<file path="src/hw/rtl/assert_macros.svh">
// Assertion macros for the button press monitor RTL.
// Included by the controller, which checks its own control logic; no dependencies.
`ifndef ASSERT_MACROS_SVH
`define ASSERT_MACROS_SVH
`ifndef SYNTH
// Property must hold at every clock edge outside reset.
`define BPM_ASSERT(lbl, clk, rst_n, prop, msg) \
    lbl: assert property (@(posedge clk) disable iff (!rst_n) prop) else $error(msg);
// Boolean condition must never be true outside reset.
`define BPM_ASSERT_NEVER(lbl, clk, rst_n, cond, msg) \
    lbl: assert property (@(posedge clk) disable iff (!rst_n) !(cond)) else $error(msg);
`else
`define BPM_ASSERT(lbl, clk, rst_n, prop, msg)
`define BPM_ASSERT_NEVER(lbl, clk, rst_n, cond, msg)
`endif
`endif

</file>
<file path="src/hw/rtl/bpm_pkg.sv">
// Types and constants for the button press monitor.
// Used by the controller, the datapath and the top level; no dependencies.
package bpm_pkg;

    localparam int CFG_IDX_W  = 3;
    localparam int CFG_DATA_W = 16;

    localparam logic [CFG_IDX_W-1:0] CFG_DEBOUNCE_TIME     = 3'd0;
    localparam logic [CFG_IDX_W-1:0] CFG_SHORT_LIMIT       = 3'd1;
    localparam logic [CFG_IDX_W-1:0] CFG_INDICATOR_TIME    = 3'd2;
    localparam logic [CFG_IDX_W-1:0] CFG_BLINK_HALF_TIME   = 3'd3;
    localparam logic [CFG_IDX_W-1:0] CFG_BLINK_STEPS_SHORT = 3'd4;
    localparam logic [CFG_IDX_W-1:0] CFG_BLINK_STEPS_LONG  = 3'd5;

    localparam logic REQ_SAMPLE = 1'b0;
    localparam logic REQ_REPORT = 1'b1;

    typedef struct packed {
        logic        req_type;
        logic        button_low;
        logic [31:0] now_ms;
    } in_item_t;

    typedef struct packed {
        logic        is_report;
        logic        green_on;
        logic        red_on;
        logic        yellow_on;
        logic        press_done;
        logic [31:0] press_time;
        logic        press_is_short;
        logic [15:0] total_count;
        logic [15:0] short_count;
        logic [15:0] long_count;
        logic [31:0] average_time;
    } out_item_t;

    // Commands from the controller to the datapath.
    typedef struct packed {
        logic load_in;
        logic exec_sample;
        logic exec_report;
        logic store_avg;
        logic emit;
    } ctrl_cmd_t;

    // Status from the datapath to the controller.
    typedef struct packed {
        logic req_type;
        logic div_done;
    } ctrl_status_t;

endpackage

</file>
<file path="src/hw/rtl/button_press_monitor.sv">
// Top level of the button press monitor: debounced press classifier with indicators.
// Depends on bpm_pkg, bpm_ctrl and bpm_datapath.
//
// Usage: each input beat on in_data is either a sample (req_type 0) carrying the
// button level and a millisecond timestamp, or a report request (req_type 1).
// Every input beat produces exactly one result beat on out_data, in order.
// A sample runs the debounce machine, the indicator timeouts, the blink
// sequencer and the press statistics; a report returns the counts and the
// average press duration and then clears the statistics.
// The block works on one item at a time. A sample passes through the
// execute and emit states; a report also waits in the divide state for the
// bit-serial 32-bit divider that forms the average one quotient bit per cycle.
// The result sits in an output register, so a new item is accepted while the
// previous result waits; if the receiver stalls and a second result is ready,
// the block holds it and stops accepting until the output register frees.
// Configuration writes on cfg_* are accepted every cycle and must only occur
// while the block is idle. Reset returns all configuration registers to their
// defaults (50, 500, 1500, 100, 10, 20) and clears the press state and statistics.
module button_press_monitor
    import bpm_pkg::*;
(
    input  logic                  clk,
    input  logic                  rst_n,
    input  logic                  in_valid,
    output logic                  in_ready,
    input  in_item_t              in_data,
    output logic                  out_valid,
    input  logic                  out_ready,
    output out_item_t             out_data,
    input  logic                  cfg_valid,
    output logic                  cfg_ready,
    input  logic [CFG_IDX_W-1:0]  cfg_index,
    input  logic [CFG_DATA_W-1:0] cfg_data
);

    ctrl_cmd_t    cmd;
    ctrl_status_t status;

    // Register writes never stall.
    assign cfg_ready = 1'b1;

    bpm_ctrl u_ctrl
    (
        .clk       (clk),
        .rst_n     (rst_n),
        .in_valid  (in_valid),
        .in_ready  (in_ready),
        .out_valid (out_valid),
        .out_ready (out_ready),
        .status    (status),
        .cmd       (cmd)
    );

    bpm_datapath u_datapath
    (
        .clk       (clk),
        .rst_n     (rst_n),
        .cmd       (cmd),
        .status    (status),
        .in_data   (in_data),
        .cfg_write (cfg_valid && cfg_ready),
        .cfg_index (cfg_index),
        .cfg_data  (cfg_data),
        .out_data  (out_data)
    );

endmodule

</file>
<file path="src/hw/rtl/bpm_div.sv">
// Iterative restoring divider, 32-bit dividend by 16-bit divisor, one bit per cycle.
// Standalone; used by the button press monitor datapath for the average duration.
module bpm_div
(
    input  logic        clk,
    input  logic        rst_n,
    input  logic        start,
    input  logic [31:0] dividend,
    input  logic [15:0] divisor,
    output logic        done,
    output logic [31:0] quotient
);

    logic        busy_reg;
    logic        done_reg;
    logic [4:0]  count_reg;
    logic [31:0] quot_reg;
    logic [15:0] rem_reg;
    logic [15:0] divisor_reg;

    logic [16:0] shifted;
    logic        fits;
    logic [16:0] diff;

    assign shifted = {rem_reg, quot_reg[31]};
    assign fits    = shifted >= {1'b0, divisor_reg};
    assign diff    = shifted - {1'b0, divisor_reg};

    always_ff @(posedge clk or negedge rst_n)
    begin
        if (!rst_n)
        begin
            busy_reg  <= 1'b0;
            done_reg  <= 1'b0;
            count_reg <= '0;
        end
        else
        begin
            done_reg <= 1'b0;
            if (start)
            begin
                busy_reg  <= 1'b1;
                count_reg <= '0;
            end
            else if (busy_reg)
            begin
                count_reg <= count_reg + 5'd1;
                if (count_reg == 5'd31)
                begin
                    busy_reg <= 1'b0;
                    done_reg <= 1'b1;
                end
            end
        end
    end

    // The remainder stays below the divisor, so 16 bits hold it between steps.
    always_ff @(posedge clk)
    begin
        if (start)
        begin
            quot_reg    <= dividend;
            rem_reg     <= '0;
            divisor_reg <= divisor;
        end
        else if (busy_reg)
        begin
            quot_reg <= {quot_reg[30:0], fits};
            rem_reg  <= fits ? diff[15:0] : shifted[15:0];
        end
    end

    assign done     = done_reg;
    assign quotient = quot_reg;

endmodule

</file>
<file path="src/hw/rtl/bpm_datapath.sv">
// Datapath of the button press monitor: configuration, debounce, indicators,
// statistics, result registers. Depends on bpm_pkg and bpm_div.
module bpm_datapath
    import bpm_pkg::*;
(
    input  logic                  clk,
    input  logic                  rst_n,
    input  ctrl_cmd_t             cmd,
    output ctrl_status_t          status,
    input  in_item_t              in_data,
    input  logic                  cfg_write,
    input  logic [CFG_IDX_W-1:0]  cfg_index,
    input  logic [CFG_DATA_W-1:0] cfg_data,
    output out_item_t             out_data
);

    typedef enum logic [1:0] {
        PH_IDLE,
        PH_DEB_DOWN,
        PH_PRESSED,
        PH_DEB_UP
    } phase_t;

    function automatic logic [15:0] sat_inc16(input logic [15:0] v);
        return (v == 16'hFFFF) ? v : v + 16'd1;
    endfunction

    // Configuration
    logic [15:0] debounce_time_reg;
    logic [15:0] short_limit_reg;
    logic [15:0] indicator_time_reg;
    logic [15:0] blink_half_time_reg;
    logic [4:0]  blink_steps_short_reg;
    logic [4:0]  blink_steps_long_reg;

    // Block state
    phase_t      phase_reg, phase_next;
    logic [31:0] deb_begin_reg, deb_begin_next;
    logic [31:0] press_begin_reg, press_begin_next;
    logic [31:0] press_dur_reg, press_dur_next;
    logic        green_reg, green_next;
    logic [31:0] green_since_reg, green_since_next;
    logic        red_reg, red_next;
    logic [31:0] red_since_reg, red_since_next;
    logic [4:0]  blink_left_reg, blink_left_next;
    logic [31:0] blink_since_reg, blink_since_next;
    logic        yellow_reg, yellow_next;
    logic [15:0] total_reg, total_next;
    logic [15:0] short_reg, short_next;
    logic [15:0] long_reg, long_next;
    logic [31:0] sum_reg, sum_next;

    // Item registers
    in_item_t    in_reg;
    out_item_t   result_reg;
    out_item_t   out_reg;
    out_item_t   sample_result;
    out_item_t   report_result;

    logic        done_v;
    logic        is_short_v;
    logic        div_done;
    logic [31:0] div_quot;

    always_comb
    begin
        logic [31:0] now;
        logic        low;
        logic        deb_ok;
        logic [31:0] blink_elapsed;
        logic [32:0] sum_wide;

        now    = in_reg.now_ms;
        low    = in_reg.button_low;
        deb_ok = (now - deb_begin_reg) >= {16'd0, debounce_time_reg};

        phase_next       = phase_reg;
        deb_begin_next   = deb_begin_reg;
        press_begin_next = press_begin_reg;
        press_dur_next   = press_dur_reg;
        done_v           = 1'b0;

        unique case (phase_reg)
            PH_IDLE:
            begin
                if (low)
                begin
                    deb_begin_next = now;
                    phase_next     = PH_DEB_DOWN;
                end
            end
            PH_DEB_DOWN:
            begin
                if (!low)
                begin
                    phase_next = PH_IDLE;
                end
                else if (deb_ok)
                begin
                    press_begin_next = now;
                    phase_next       = PH_PRESSED;
                end
            end
            PH_PRESSED:
            begin
                // The duration is taken at every release edge; after a bounce back, the next release replaces it.
                if (!low)
                begin
                    press_dur_next = now - press_begin_reg;
                    deb_begin_next = now;
                    phase_next     = PH_DEB_UP;
                end
            end
            PH_DEB_UP:
            begin
                if (low)
                begin
                    phase_next = PH_PRESSED;
                end
                else if (deb_ok)
                begin
                    done_v     = 1'b1;
                    phase_next = PH_IDLE;
                end
            end
            default:
            begin
                phase_next = PH_IDLE;
            end
        endcase

        is_short_v = press_dur_reg < {16'd0, short_limit_reg};

        // A freshly lit indicator has zero elapsed time, so it only stays
        // lit when the hold time is nonzero.
        green_since_next = green_since_reg;
        red_since_next   = red_since_reg;
        if (done_v && is_short_v)
        begin
            green_next       = indicator_time_reg != 16'd0;
            green_since_next = now;
        end
        else
        begin
            green_next = green_reg &&
                !((now - green_since_reg) >= {16'd0, indicator_time_reg});
        end
        if (done_v && !is_short_v)
        begin
            red_next       = indicator_time_reg != 16'd0;
            red_since_next = now;
        end
        else
        begin
            red_next = red_reg &&
                !((now - red_since_reg) >= {16'd0, indicator_time_reg});
        end

        total_next = total_reg;
        short_next = short_reg;
        long_next  = long_reg;
        sum_next   = sum_reg;
        sum_wide   = {1'b0, sum_reg} + {1'b0, press_dur_reg};

        blink_left_next  = blink_left_reg;
        blink_since_next = blink_since_reg;
        yellow_next      = yellow_reg;
        blink_elapsed    = now - blink_since_reg;

        if (done_v)
        begin
            total_next = sat_inc16(total_reg);
            sum_next   = sum_wide[32] ? 32'hFFFF_FFFF : sum_wide[31:0];
            if (is_short_v)
            begin
                short_next      = sat_inc16(short_reg);
                blink_left_next = blink_steps_short_reg;
            end
            else
            begin
                long_next       = sat_inc16(long_reg);
                blink_left_next = blink_steps_long_reg;
            end
            yellow_next      = blink_left_next != 5'd0;
            blink_since_next = now;
            blink_elapsed    = '0;
        end

        if (blink_left_next != 5'd0 && blink_elapsed >= {16'd0, blink_half_time_reg})
        begin
            yellow_next      = !yellow_next;
            blink_since_next = now;
            blink_left_next  = blink_left_next - 5'd1;
            if (blink_left_next == 5'd0)
            begin
                yellow_next = 1'b0;
            end
        end

        sample_result                = '0;
        sample_result.is_report      = 1'b0;
        sample_result.green_on       = green_next;
        sample_result.red_on         = red_next;
        sample_result.yellow_on      = yellow_next;
        sample_result.press_done     = done_v;
        sample_result.press_time     = done_v ? press_dur_reg : 32'd0;
        sample_result.press_is_short = done_v && is_short_v;
        sample_result.total_count    = total_next;
        sample_result.short_count    = short_next;
        sample_result.long_count     = long_next;
        sample_result.average_time   = 32'd0;
    end

    // A report carries the current indicator levels and the counts before they clear;
    // the average is filled in once the divider finishes.
    always_comb
    begin
        report_result             = '0;
        report_result.is_report   = 1'b1;
        report_result.green_on    = green_reg;
        report_result.red_on      = red_reg;
        report_result.yellow_on   = yellow_reg;
        report_result.total_count = total_reg;
        report_result.short_count = short_reg;
        report_result.long_count  = long_reg;
    end

    bpm_div u_div
    (
        .clk      (clk),
        .rst_n    (rst_n),
        .start    (cmd.exec_report),
        .dividend (sum_reg),
        .divisor  (total_reg),
        .done     (div_done),
        .quotient (div_quot)
    );

    always_ff @(posedge clk or negedge rst_n)
    begin
        if (!rst_n)
        begin
            debounce_time_reg     <= 16'd50;
            short_limit_reg       <= 16'd500;
            indicator_time_reg    <= 16'd1500;
            blink_half_time_reg   <= 16'd100;
            blink_steps_short_reg <= 5'd10;
            blink_steps_long_reg  <= 5'd20;
            phase_reg             <= PH_IDLE;
            deb_begin_reg         <= '0;
            press_begin_reg       <= '0;
            press_dur_reg         <= '0;
            green_reg             <= 1'b0;
            green_since_reg       <= '0;
            red_reg               <= 1'b0;
            red_since_reg         <= '0;
            blink_left_reg        <= '0;
            blink_since_reg       <= '0;
            yellow_reg            <= 1'b0;
            total_reg             <= '0;
            short_reg             <= '0;
            long_reg              <= '0;
            sum_reg               <= '0;
        end
        else
        begin
            if (cfg_write)
            begin
                unique case (cfg_index)
                    CFG_DEBOUNCE_TIME:     debounce_time_reg     <= cfg_data;
                    CFG_SHORT_LIMIT:       short_limit_reg       <= cfg_data;
                    CFG_INDICATOR_TIME:    indicator_time_reg    <= cfg_data;
                    CFG_BLINK_HALF_TIME:   blink_half_time_reg   <= cfg_data;
                    CFG_BLINK_STEPS_SHORT: blink_steps_short_reg <= cfg_data[4:0];
                    CFG_BLINK_STEPS_LONG:  blink_steps_long_reg  <= cfg_data[4:0];
                    default: ;
                endcase
            end
            if (cmd.exec_sample)
            begin
                phase_reg       <= phase_next;
                deb_begin_reg   <= deb_begin_next;
                press_begin_reg <= press_begin_next;
                press_dur_reg   <= press_dur_next;
                green_reg       <= green_next;
                green_since_reg <= green_since_next;
                red_reg         <= red_next;
                red_since_reg   <= red_since_next;
                blink_left_reg  <= blink_left_next;
                blink_since_reg <= blink_since_next;
                yellow_reg      <= yellow_next;
                total_reg       <= total_next;
                short_reg       <= short_next;
                long_reg        <= long_next;
                sum_reg         <= sum_next;
            end
            else if (cmd.exec_report)
            begin
                total_reg <= '0;
                short_reg <= '0;
                long_reg  <= '0;
                sum_reg   <= '0;
            end
        end
    end

    always_ff @(posedge clk)
    begin
        if (cmd.load_in)
        begin
            in_reg <= in_data;
        end
        if (cmd.exec_sample)
        begin
            result_reg <= sample_result;
        end
        else if (cmd.exec_report)
        begin
            result_reg <= report_result;
        end
        else if (cmd.store_avg)
        begin
            result_reg.average_time <= (result_reg.total_count == 16'd0) ? 32'd0 : div_quot;
        end
        if (cmd.emit)
        begin
            out_reg <= result_reg;
        end
    end

    assign status.req_type = in_reg.req_type;
    assign status.div_done = div_done;
    assign out_data        = out_reg;

endmodule

</file>
<file path="src/hw/rtl/bpm_ctrl.sv">
// Controller of the button press monitor: sequences accept, execute, divide and emit.
// Depends on bpm_pkg and assert_macros.svh.
`include "assert_macros.svh"

module bpm_ctrl
    import bpm_pkg::*;
(
    input  logic         clk,
    input  logic         rst_n,
    input  logic         in_valid,
    output logic         in_ready,
    output logic         out_valid,
    input  logic         out_ready,
    input  ctrl_status_t status,
    output ctrl_cmd_t    cmd
);

    typedef enum logic [1:0] {
        ST_IDLE,
        ST_EXEC,
        ST_DIV,
        ST_EMIT
    } state_t;

    state_t state_reg;
    logic   out_valid_reg;

    always_comb
    begin
        cmd             = '0;
        cmd.load_in     = (state_reg == ST_IDLE) && in_valid;
        cmd.exec_sample = (state_reg == ST_EXEC) && (status.req_type == REQ_SAMPLE);
        cmd.exec_report = (state_reg == ST_EXEC) && (status.req_type == REQ_REPORT);
        cmd.store_avg   = (state_reg == ST_DIV) && status.div_done;
        cmd.emit        = (state_reg == ST_EMIT) && (!out_valid_reg || out_ready);
    end

    assign in_ready  = state_reg == ST_IDLE;
    assign out_valid = out_valid_reg;

    always_ff @(posedge clk or negedge rst_n)
    begin
        if (!rst_n)
        begin
            state_reg     <= ST_IDLE;
            out_valid_reg <= 1'b0;
        end
        else
        begin
            if (cmd.emit)
            begin
                out_valid_reg <= 1'b1;
            end
            else if (out_ready)
            begin
                out_valid_reg <= 1'b0;
            end

            unique case (state_reg)
                ST_IDLE:
                begin
                    if (in_valid)
                    begin
                        state_reg <= ST_EXEC;
                    end
                end
                ST_EXEC:
                begin
                    state_reg <= (status.req_type == REQ_REPORT) ? ST_DIV : ST_EMIT;
                end
                ST_DIV:
                begin
                    if (status.div_done)
                    begin
                        state_reg <= ST_EMIT;
                    end
                end
                ST_EMIT:
                begin
                    if (cmd.emit)
                    begin
                        state_reg <= ST_IDLE;
                    end
                end
                default:
                begin
                    state_reg <= ST_IDLE;
                end
            endcase
        end
    end

    `BPM_ASSERT(a_one_item, clk, rst_n, (in_valid && in_ready) |=> !in_ready, "second item taken while busy")
    `BPM_ASSERT_NEVER(a_emit_overwrite, clk, rst_n, cmd.emit && out_valid_reg && !out_ready, "result overwritten before it was taken")
    `BPM_ASSERT(a_div_done_waited, clk, rst_n, status.div_done |-> (state_reg == ST_DIV), "divider finished while controller not waiting")

endmodule
</file>
<file path="config.mk">
export PLATFORM = sky130hd
export DESIGN_NAME = button_press_monitor
export DESIGN_NICKNAME = d
export VERILOG_FILES = /design/src/hw/rtl/bpm_pkg.sv /design/src/hw/rtl/button_press_monitor.sv /design/src/hw/rtl/bpm_div.sv /design/src/hw/rtl/bpm_datapath.sv /design/src/hw/rtl/bpm_ctrl.sv
export VERILOG_INCLUDE_DIRS = /design/src /design/src/hw/rtl
export SDC_FILE = /design/constraint.sdc
export NUM_CORES = 1
export LEC_CHECK = 0
export BUFFER_PORTS_ARGS = -buffer_cell sky130_fd_sc_hd__buf_2
export CAP_MARGIN = 5
export CELL_PAD_IN_SITES_DETAIL_PLACEMENT = 1
export CELL_PAD_IN_SITES_GLOBAL_PLACEMENT = 2
export CORE_MARGIN = 10
export CORE_UTILIZATION = 44
export CTS_CLUSTER_DIAMETER = 40
export DETAILED_ROUTE_END_ITERATION = 10
export MAX_ROUTING_LAYER = met4
export PLACE_DENSITY_LB_ADDON = 0.1
export SYNTH_ARGS = -nofsm -noshare
export SYNTH_HDL_FRONTEND = slang
export SYNTH_SLANG_ARGS = --single-unit
</file>
<file path="constraint.sdc">
create_clock -name clk -period 20.7 [get_ports clk]
set_input_delay 2.07 -clock clk [delete_from_list [all_inputs] [get_ports clk]]
set_output_delay 2.07 -clock clk [all_outputs]
set_load 0.05 [all_outputs]
</file>
# Word-level counts from Yosys, hierarchy flattened
# Index checks and enable logic that the tools add are counted.
dict set report totals {
  ff_bits 700
  in_bits 58
  output_inout_bits 121
  elab_cells 207
}
dict set report classes {
  add_sub_neg 12
  n_lt_le_gt_ge 6
  eq_ne 23
  mux 65
  bitwise 2
  n_reduce_logical 45
}
# operator count
set op_table {}
lappend op_table {{32-bit two-way mux} 15}
lappend op_table {{16-bit two-way mux} 13}
lappend op_table {{32-bit subtractor} 5}
lappend op_table {{32-bit by 16-bit greater-or-equal comparator with 1-bit output} 4}
lappend op_table {{117-bit two-way mux} 1}
lappend op_table {{85-bit two-way mux} 1}
lappend op_table {{32-bit one-hot mux with 2 select lines} 1}
lappend op_table {{16-bit by 1-bit adder with 16-bit output (second input constant)} 3}
lappend op_table {{16-bit == test (second input constant)} 3}
lappend op_table {{32-bit by 32-bit adder with 33-bit output} 1}
lappend op_table {{32-bit by 16-bit < comparator with 1-bit output} 1}
lappend op_table {{5-bit two-way mux} 6}
lappend op_table {{2-bit AND reduction} 10}
lappend op_table {{2-bit two-way mux} 9}
lappend op_table {{17-bit by 16-bit greater-or-equal comparator with 1-bit output} 1}
lappend op_table {{1-bit two-way mux} 17}
lappend op_table {{16-bit logical NOT} 1}
lappend op_table {{2-bit one-hot mux with 4 select lines} 2}
lappend op_table {{16-bit nonzero test} 1}
lappend op_table {{16-bit subtractor} 1}
lappend op_table {{1-bit logical AND} 10}
lappend op_table {{2-bit nonzero test} 5}
lappend op_table {{5-bit nonzero test} 2}
lappend op_table {{2-bit == test (second input constant)} 4}
lappend op_table {{other kinds (21)} 36}

# Longest topological paths before layout
dict set report depth {
  word_depth 12
  depth_mapped 36
  mapped_depth_nobuf 34
}

# Cells and area by module
# Synthesis repeated with hierarchy kept, for this count alone.
dict set report hier_totals {
  cells_unflattened 4010
  hier_area_um2 39765.6
}
# module instances cells_each area_per_inst_um2 seq_area_each_um2
set modules_own_cells {}
lappend modules_own_cells {bpm_datapath 1 3667 35753.0 16714.8}
lappend modules_own_cells {bpm_div 1 316 3748.6 1936.9}
lappend modules_own_cells {bpm_ctrl 1 25 252.7 75.1}
lappend modules_own_cells {button_press_monitor 1 2 11.3 0.0}

# Worst setup path before layout
# OpenSTA, ideal clock, no wires.
dict set report synth_path {
  path_type {reg-to-reg}
  from {register u_datapath.in_reg[1] (netlist bit)}
  to {register u_datapath.blink_since_reg[10]}
  setup_time_ps 125
  t_arrival_ps 7929
  required_ps 20575
  slack_ps 12646
  stages_incl_launch_ff 34
  path_buffers 4
  synth_period_minus_slack_ps 8054
  cell_sequence {edfxtp_1 inv_1 fa_1 nand2b_1 a21oi_1 o21a_1 a21oi_1 o21ai_0 xor2_1 ha_1 and4_1 a222oi_1 o21ai_0 a2111o_1 a211oi_1 o2111ai_1 a21oi_1 a21oi_2 buf_2 clkbuf_1 clkbuf_1 nor3_1 ha_1 o21a_1 o21a_1 o2111ai_1 a21oi_1 a211oi_1 nand4_1 or4_1 or4_4 a31oi_4 buf_12 mux2_4}
}
dict set report synth_via {
  elab_chain_len 10
  word_cells_on_any_way 14
  cone_classes {add/sub (2); order compare (2); mux (6); reduce/logical (4)}
}
# item line
set synth_rtl {}
lappend synth_rtl {{start, declared} bpm_datapath.sv:54} ;# in_item_t in_reg;
lappend synth_rtl {{start signal, assigned} bpm_datapath.sv:311} ;# in_reg <= in_data;
lappend synth_rtl {{32-bit subtractor} bpm_datapath.sv:75} ;# deb_ok = (now - deb_begin_reg) >= {16'd0, debounce_time_reg};
lappend synth_rtl {{32-bit by 16-bit greater-or-equal comparator with 1-bit output} bpm_datapath.sv:75}
lappend synth_rtl {{1-bit two-way mux} bpm_datapath.sv:120} ;# else if (deb_ok)
lappend synth_rtl {{1-bit two-way mux} bpm_datapath.sv:116} ;# if (low)
lappend synth_rtl {{1-bit two-way mux} bpm_datapath.sv:83} ;# unique case (phase_reg)
lappend synth_rtl {{32-bit two-way mux or 5-bit two-way mux (tied branches)} bpm_datapath.sv:170} ;# if (done_v)
lappend synth_rtl {{32-bit by 16-bit greater-or-equal comparator with 1-bit output or 5-bit nonzero test (tied branches)} bpm_datapath.sv:189} ;# if (blink_left_next != 5'd0 && blink_elapsed >= {16'd0, blink_half_time_reg})
lappend synth_rtl {{1-bit logical AND} bpm_datapath.sv:189}
lappend synth_rtl {{2-bit nonzero test (no line)} n/a}
lappend synth_rtl {{2-bit AND reduction (no line)} n/a}
lappend synth_rtl {{end signal, assigned} bpm_datapath.sv:290} ;# blink_since_reg <= blink_since_next;
lappend synth_rtl {{end, declared} bpm_datapath.sv:46} ;# logic [31:0] blink_since_reg, blink_since_next;
# Several ways; a longest one is shown, not always the timed one.
# A chain may end at the register's enable or synchronous reset.

# Worst setup path in the final report
dict set report layout_path {
  from {register u_datapath.in_reg[1] (netlist bit)}
  to {register u_datapath.blink_since_reg[2]}
}
# Same word-level chain as after synthesis.

==> flow_metrics.tcl <==
set metrics [dict create \
    synthesis.area_sq_um 39600 \
    yosysSeqAreaShare_pct 47.3 \
    hold_viol_final 0 \
    vias_in_the_first_global_route 31800 \
    flow.area_growth_from_synthesis_pct 17.5 \
    num-fill-cells 9787 \
    worst_path_max_delay_cell "sky130_fd_sc_hd__edfxtp_1" \
    critPathKind "reg2reg" \
    max_freq_ghz 0.104 \
    postSynth.asyncResetShare_pct 52.3 \
    syn-instance-count 3971 \
    syn_area_per_cell_sq_um 9.97 \
    die_w_um 320 \
    routability_congestion_estimate_from_global_placement 0.869 \
    setup_total_negative_slack_ns 0 \
    slew_violations 0 \
    post-cts-setup-buffer-count 0 \
    grt_util_all_layers_pct 23.0 \
    drt_first_iter_violations 1500 \
    detail_route.vias_per_cell 5.55 \
    clock_tree.root_cell "sky130_fd_sc_hd__clkbuf_16" \
    ant_nets 0 \
    final_net_count 4548 \
    status "finished clean" \
    worst_path_most_repeated_cell "sky130_fd_sc_hd__a21oi_1" \
    end_kind "register" \
    synth_simple_gate_area_share_pct 13.9 \
    top_level_port_count 179 \
    final.setup_skew_ns 0.0371 \
    instances_no_fill 5465 \
    worst_skew_pair.late_latency_ns 0.73 \
    synth.net_count 4330 \
    dr.pass1.iters 5 \
    final_core_utilization_pct 52.4 \
    min_period_over_period_pct 46.3 \
    synthXorXnorAreaFrac_pct 3.94 \
    initial_utilization_pct 44.6 \
    drt-wirelength-per-cell_um 21.1 \
    tritoncts_clock_tree "built" \
    vdd_ir_drop_max_uv 96.7 \
    route.final.wire_length_mm 115 \
    drive_above_1_share_pct 15.0 \
    postCtsHoldBufs 0 \
    total_via_count_after_detailed_routing 30400 \
    detailedPlace.worstSlack_ns 11.12 \
    synth.lib_cells_used.distinct 98 \
    cts-resized-gates 0 \
    rsz0062_at_grt "no" \
    number_of_synthesized_flops_with_an_enable_pin 285 \
    cts_inserted_buffers 130 \
    area_of_all_sequential_standard_cells_sq_um 18700 \
    multi_input_gate_area_in_the_final_layout_sq_um 19100 \
    timing.max_cap.violations 0 \
    slew_headroom_pct 25.4 \
    postSynth.topFlopCell "sky130_fd_sc_hd__dfrtp_1" \
    hpwlAfterDp_mm 84.0 \
    synth_top_family_by_area "compound AO/OA/AOI/OAI gates" \
    synthesized_area_fraction_occupied_by_ao_oa_aoi_and_oai_cells_pct 16.2 \
    cellLeakagePower_uw 0.0206 \
    timing.critical_path.required_ns 21.28 \
    antenna_found_initial 3 \
    core.rowCount 109 \
    overflow 0 \
    min_path_type "reg2reg" \
    timing.final.crit_period_ns 9.59 \
    cts_max_level 4 \
    clk_pin_slew_worst_setup_hold_paths_ns 0.05 \
    startpoint_kind_of_the_worst_setup_timing_path "register" \
    cp.arrival_ns 10.16 \
    clock_sink_count 700 \
    post-route-drc-count 0 \
    floorplan.core_area_sq_um 88800 \
    setup_viol_count_final 0 \
    fp.dieArea_sq_um 102000 \
    max_slew.worst_pin.slew_ns 1.11 \
    grt_max_degree 152 \
    power-per-cell-area_nw_per_um2 163 \
    die_height_um 320 \
    synthAdderAreaFrac_pct 9.65 \
    final.setup.worst_slack_ns 11.11 \
    ctsLongestPathBuffers 3 \
    post_synth_mux_area_share_pct 4.44 \
    dp.cells 5222 \
    total_power_consumption_of_the_routed_design_uw 7590 \
    synth_warnings 0 \
    portBuffers 177 \
    crit_path_max_incr_delay_ns 0.72 \
    path_max_fanout 35 \
    first_pass_grt_wire_length_mm 183 \
    synth-seq-cells 700 \
]
## synthesized netlist by cell type (all sizes together), types with 35 or more instances
master  number  area share [%]
a21o       100             1.9
a21oi      237             3.0
a22oi       40            0.76
a31oi       37            0.62
and3        69             1.1
clkbuf     116             1.1
dfrtp      343              22
dfxtp       49             2.5
edfxtp     285              22
ha         294             9.3
inv        319             3.0
mux2       112             3.4
mux2i       40             1.0
nand2      453             4.3
nand2b      53            0.84
nand3       65            0.82
nand4       42            0.66
nor2       206             2.0
nor2b       48            0.76
nor3        67            0.85
o21a        35            0.66
o21ai      360             4.6
xnor2      100             2.2
xor2        78             1.7
## placed cells by master, fill, tap and decap left out, types with 31 or more instances in the layout
cell type,count
sky130_fd_sc_hd__buf_4,51
sky130_fd_sc_hd__nand2b_1,52
sky130_fd_sc_hd__xor2_1,78
sky130_fd_sc_hd__mux2_2,87
sky130_fd_sc_hd__nand3_1,64
sky130_fd_sc_hd__nor3_1,65
sky130_fd_sc_hd__dfxtp_1,49
sky130_fd_sc_hd__buf_2,176
sky130_fd_sc_hd__a31oi_1,36
sky130_fd_sc_hd__and3_1,66
sky130_fd_sc_hd__edfxtp_1,285
sky130_fd_sc_hd__a21o_1,100
sky130_fd_sc_hd__mux2i_1,40
sky130_fd_sc_hd__xnor2_1,100
sky130_fd_sc_hd__nand4_1,42
sky130_fd_sc_hd__o21ai_0,354
sky130_fd_sc_hd__nor2b_1,47
sky130_fd_sc_hd__nor4_1,31
sky130_fd_sc_hd__dfrtp_1,343
sky130_fd_sc_hd__nor2_1,205
sky130_fd_sc_hd__ha_1,293
sky130_fd_sc_hd__a21oi_1,233
sky130_fd_sc_hd__nand2_1,453
sky130_fd_sc_hd__a22oi_1,40
sky130_fd_sc_hd__inv_1,317
sky130_fd_sc_hd__o21a_1,35
sky130_fd_sc_hd__clkbuf_16,137
## per-stage QoR
| step | hold slack, ns | cell area, sq um |
|---|---|---|
| final | 0.408 | 46500 |
| after global routing | 0.414 | 46500 |
| after CTS | 0.403 | 46500 |
| after detailed placement | 0.405 | 41800 |
| after global placement | 0.401 | 41800 |
| after floorplan | 0.400 | 39600 |
## per-layer routing
metal | share of wire [%] | up-vias | track usage [%]
li1 | - | 14700 | -
met1 | 45 | 15100 | 28.3
met2 | 49 | 451 | 38.5
met3 | 3.2 | 166 | 3.36
met4 | 2.8 | 0 | 7.63
met5 | 0 | - | -
## worst paths after layout
path,from,endpoint,slack (ns),depth (start not counted)
max in group asynchronous,rst_n,u_datapath.press_dur_reg[26]$_DFFE_PN0P_,17.82,2
setup / recovery,u_datapath.in_reg[1]$_DFFE_PP_,u_datapath.blink_since_reg[2]$_DFFE_PN0P_,11.11,31
hold reg to reg,u_datapath.result_reg[52]$_DFFE_PP_,u_datapath.out_data[52]$_DFFE_PP_,0.41,0
setup reg to reg,u_datapath.in_reg[1]$_DFFE_PP_,u_datapath.blink_since_reg[2]$_DFFE_PN0P_,11.11,31
hold / removal,u_datapath.result_reg[52]$_DFFE_PP_,u_datapath.out_data[52]$_DFFE_PP_,0.41,0
min in group asynchronous,rst_n,u_datapath.sum_reg[3]$_DFFE_PN0P_,1.37,1
## worst max-delay path, delay by kind of cell, from the launching register on
family / cells / cell delay, ns
and+or+nand+nor: 7 / 2.08
xor gates and xnor gates: 1 / 0.17
DFF: 1 / 0.72
AOI/OAI and AO/OA: 17 / 4.21
muxes: 1 / 0.41
adders and majority gates: 3 / 1.00
buffers and inverters: 2 / 0.78
## layout make-up
class,instances,area share (%)
Inverter,320,2.58
Timing Repair Buffer,229,2.79
Clock buffer,165,7.81
Antenna cell,1,0.00538
Multi-Input combinational cell,2808,41.2
Sequential cell,700,40.3
Clock inverter,77,2.24
Tap cell,1165,3.13
## report_power, final
| group | total (uW) | switching, uW | leakage [uW] | internal, uW |
|---|---|---|---|---|
| registers | 2140 | 221 | 0.00787 | 1910 |
| clock network | 2250 | 765 | 0.00227 | 1480 |
| logic | 3210 | 2010 | 0.0105 | 1200 |
## cells by family after synthesis
kind of cell | count (synthesis)
XOR/XNOR | 178
buffers and inverters | 463
AND/OR/NAND/NOR | 1147
multiplexers | 152
other | 1
AO/OA/AOI/OAI | 1029
flip-flops | 700
adder cells (fa/ha/maj) | 301
No activity file was read; power rests on OpenSTA's default activity.
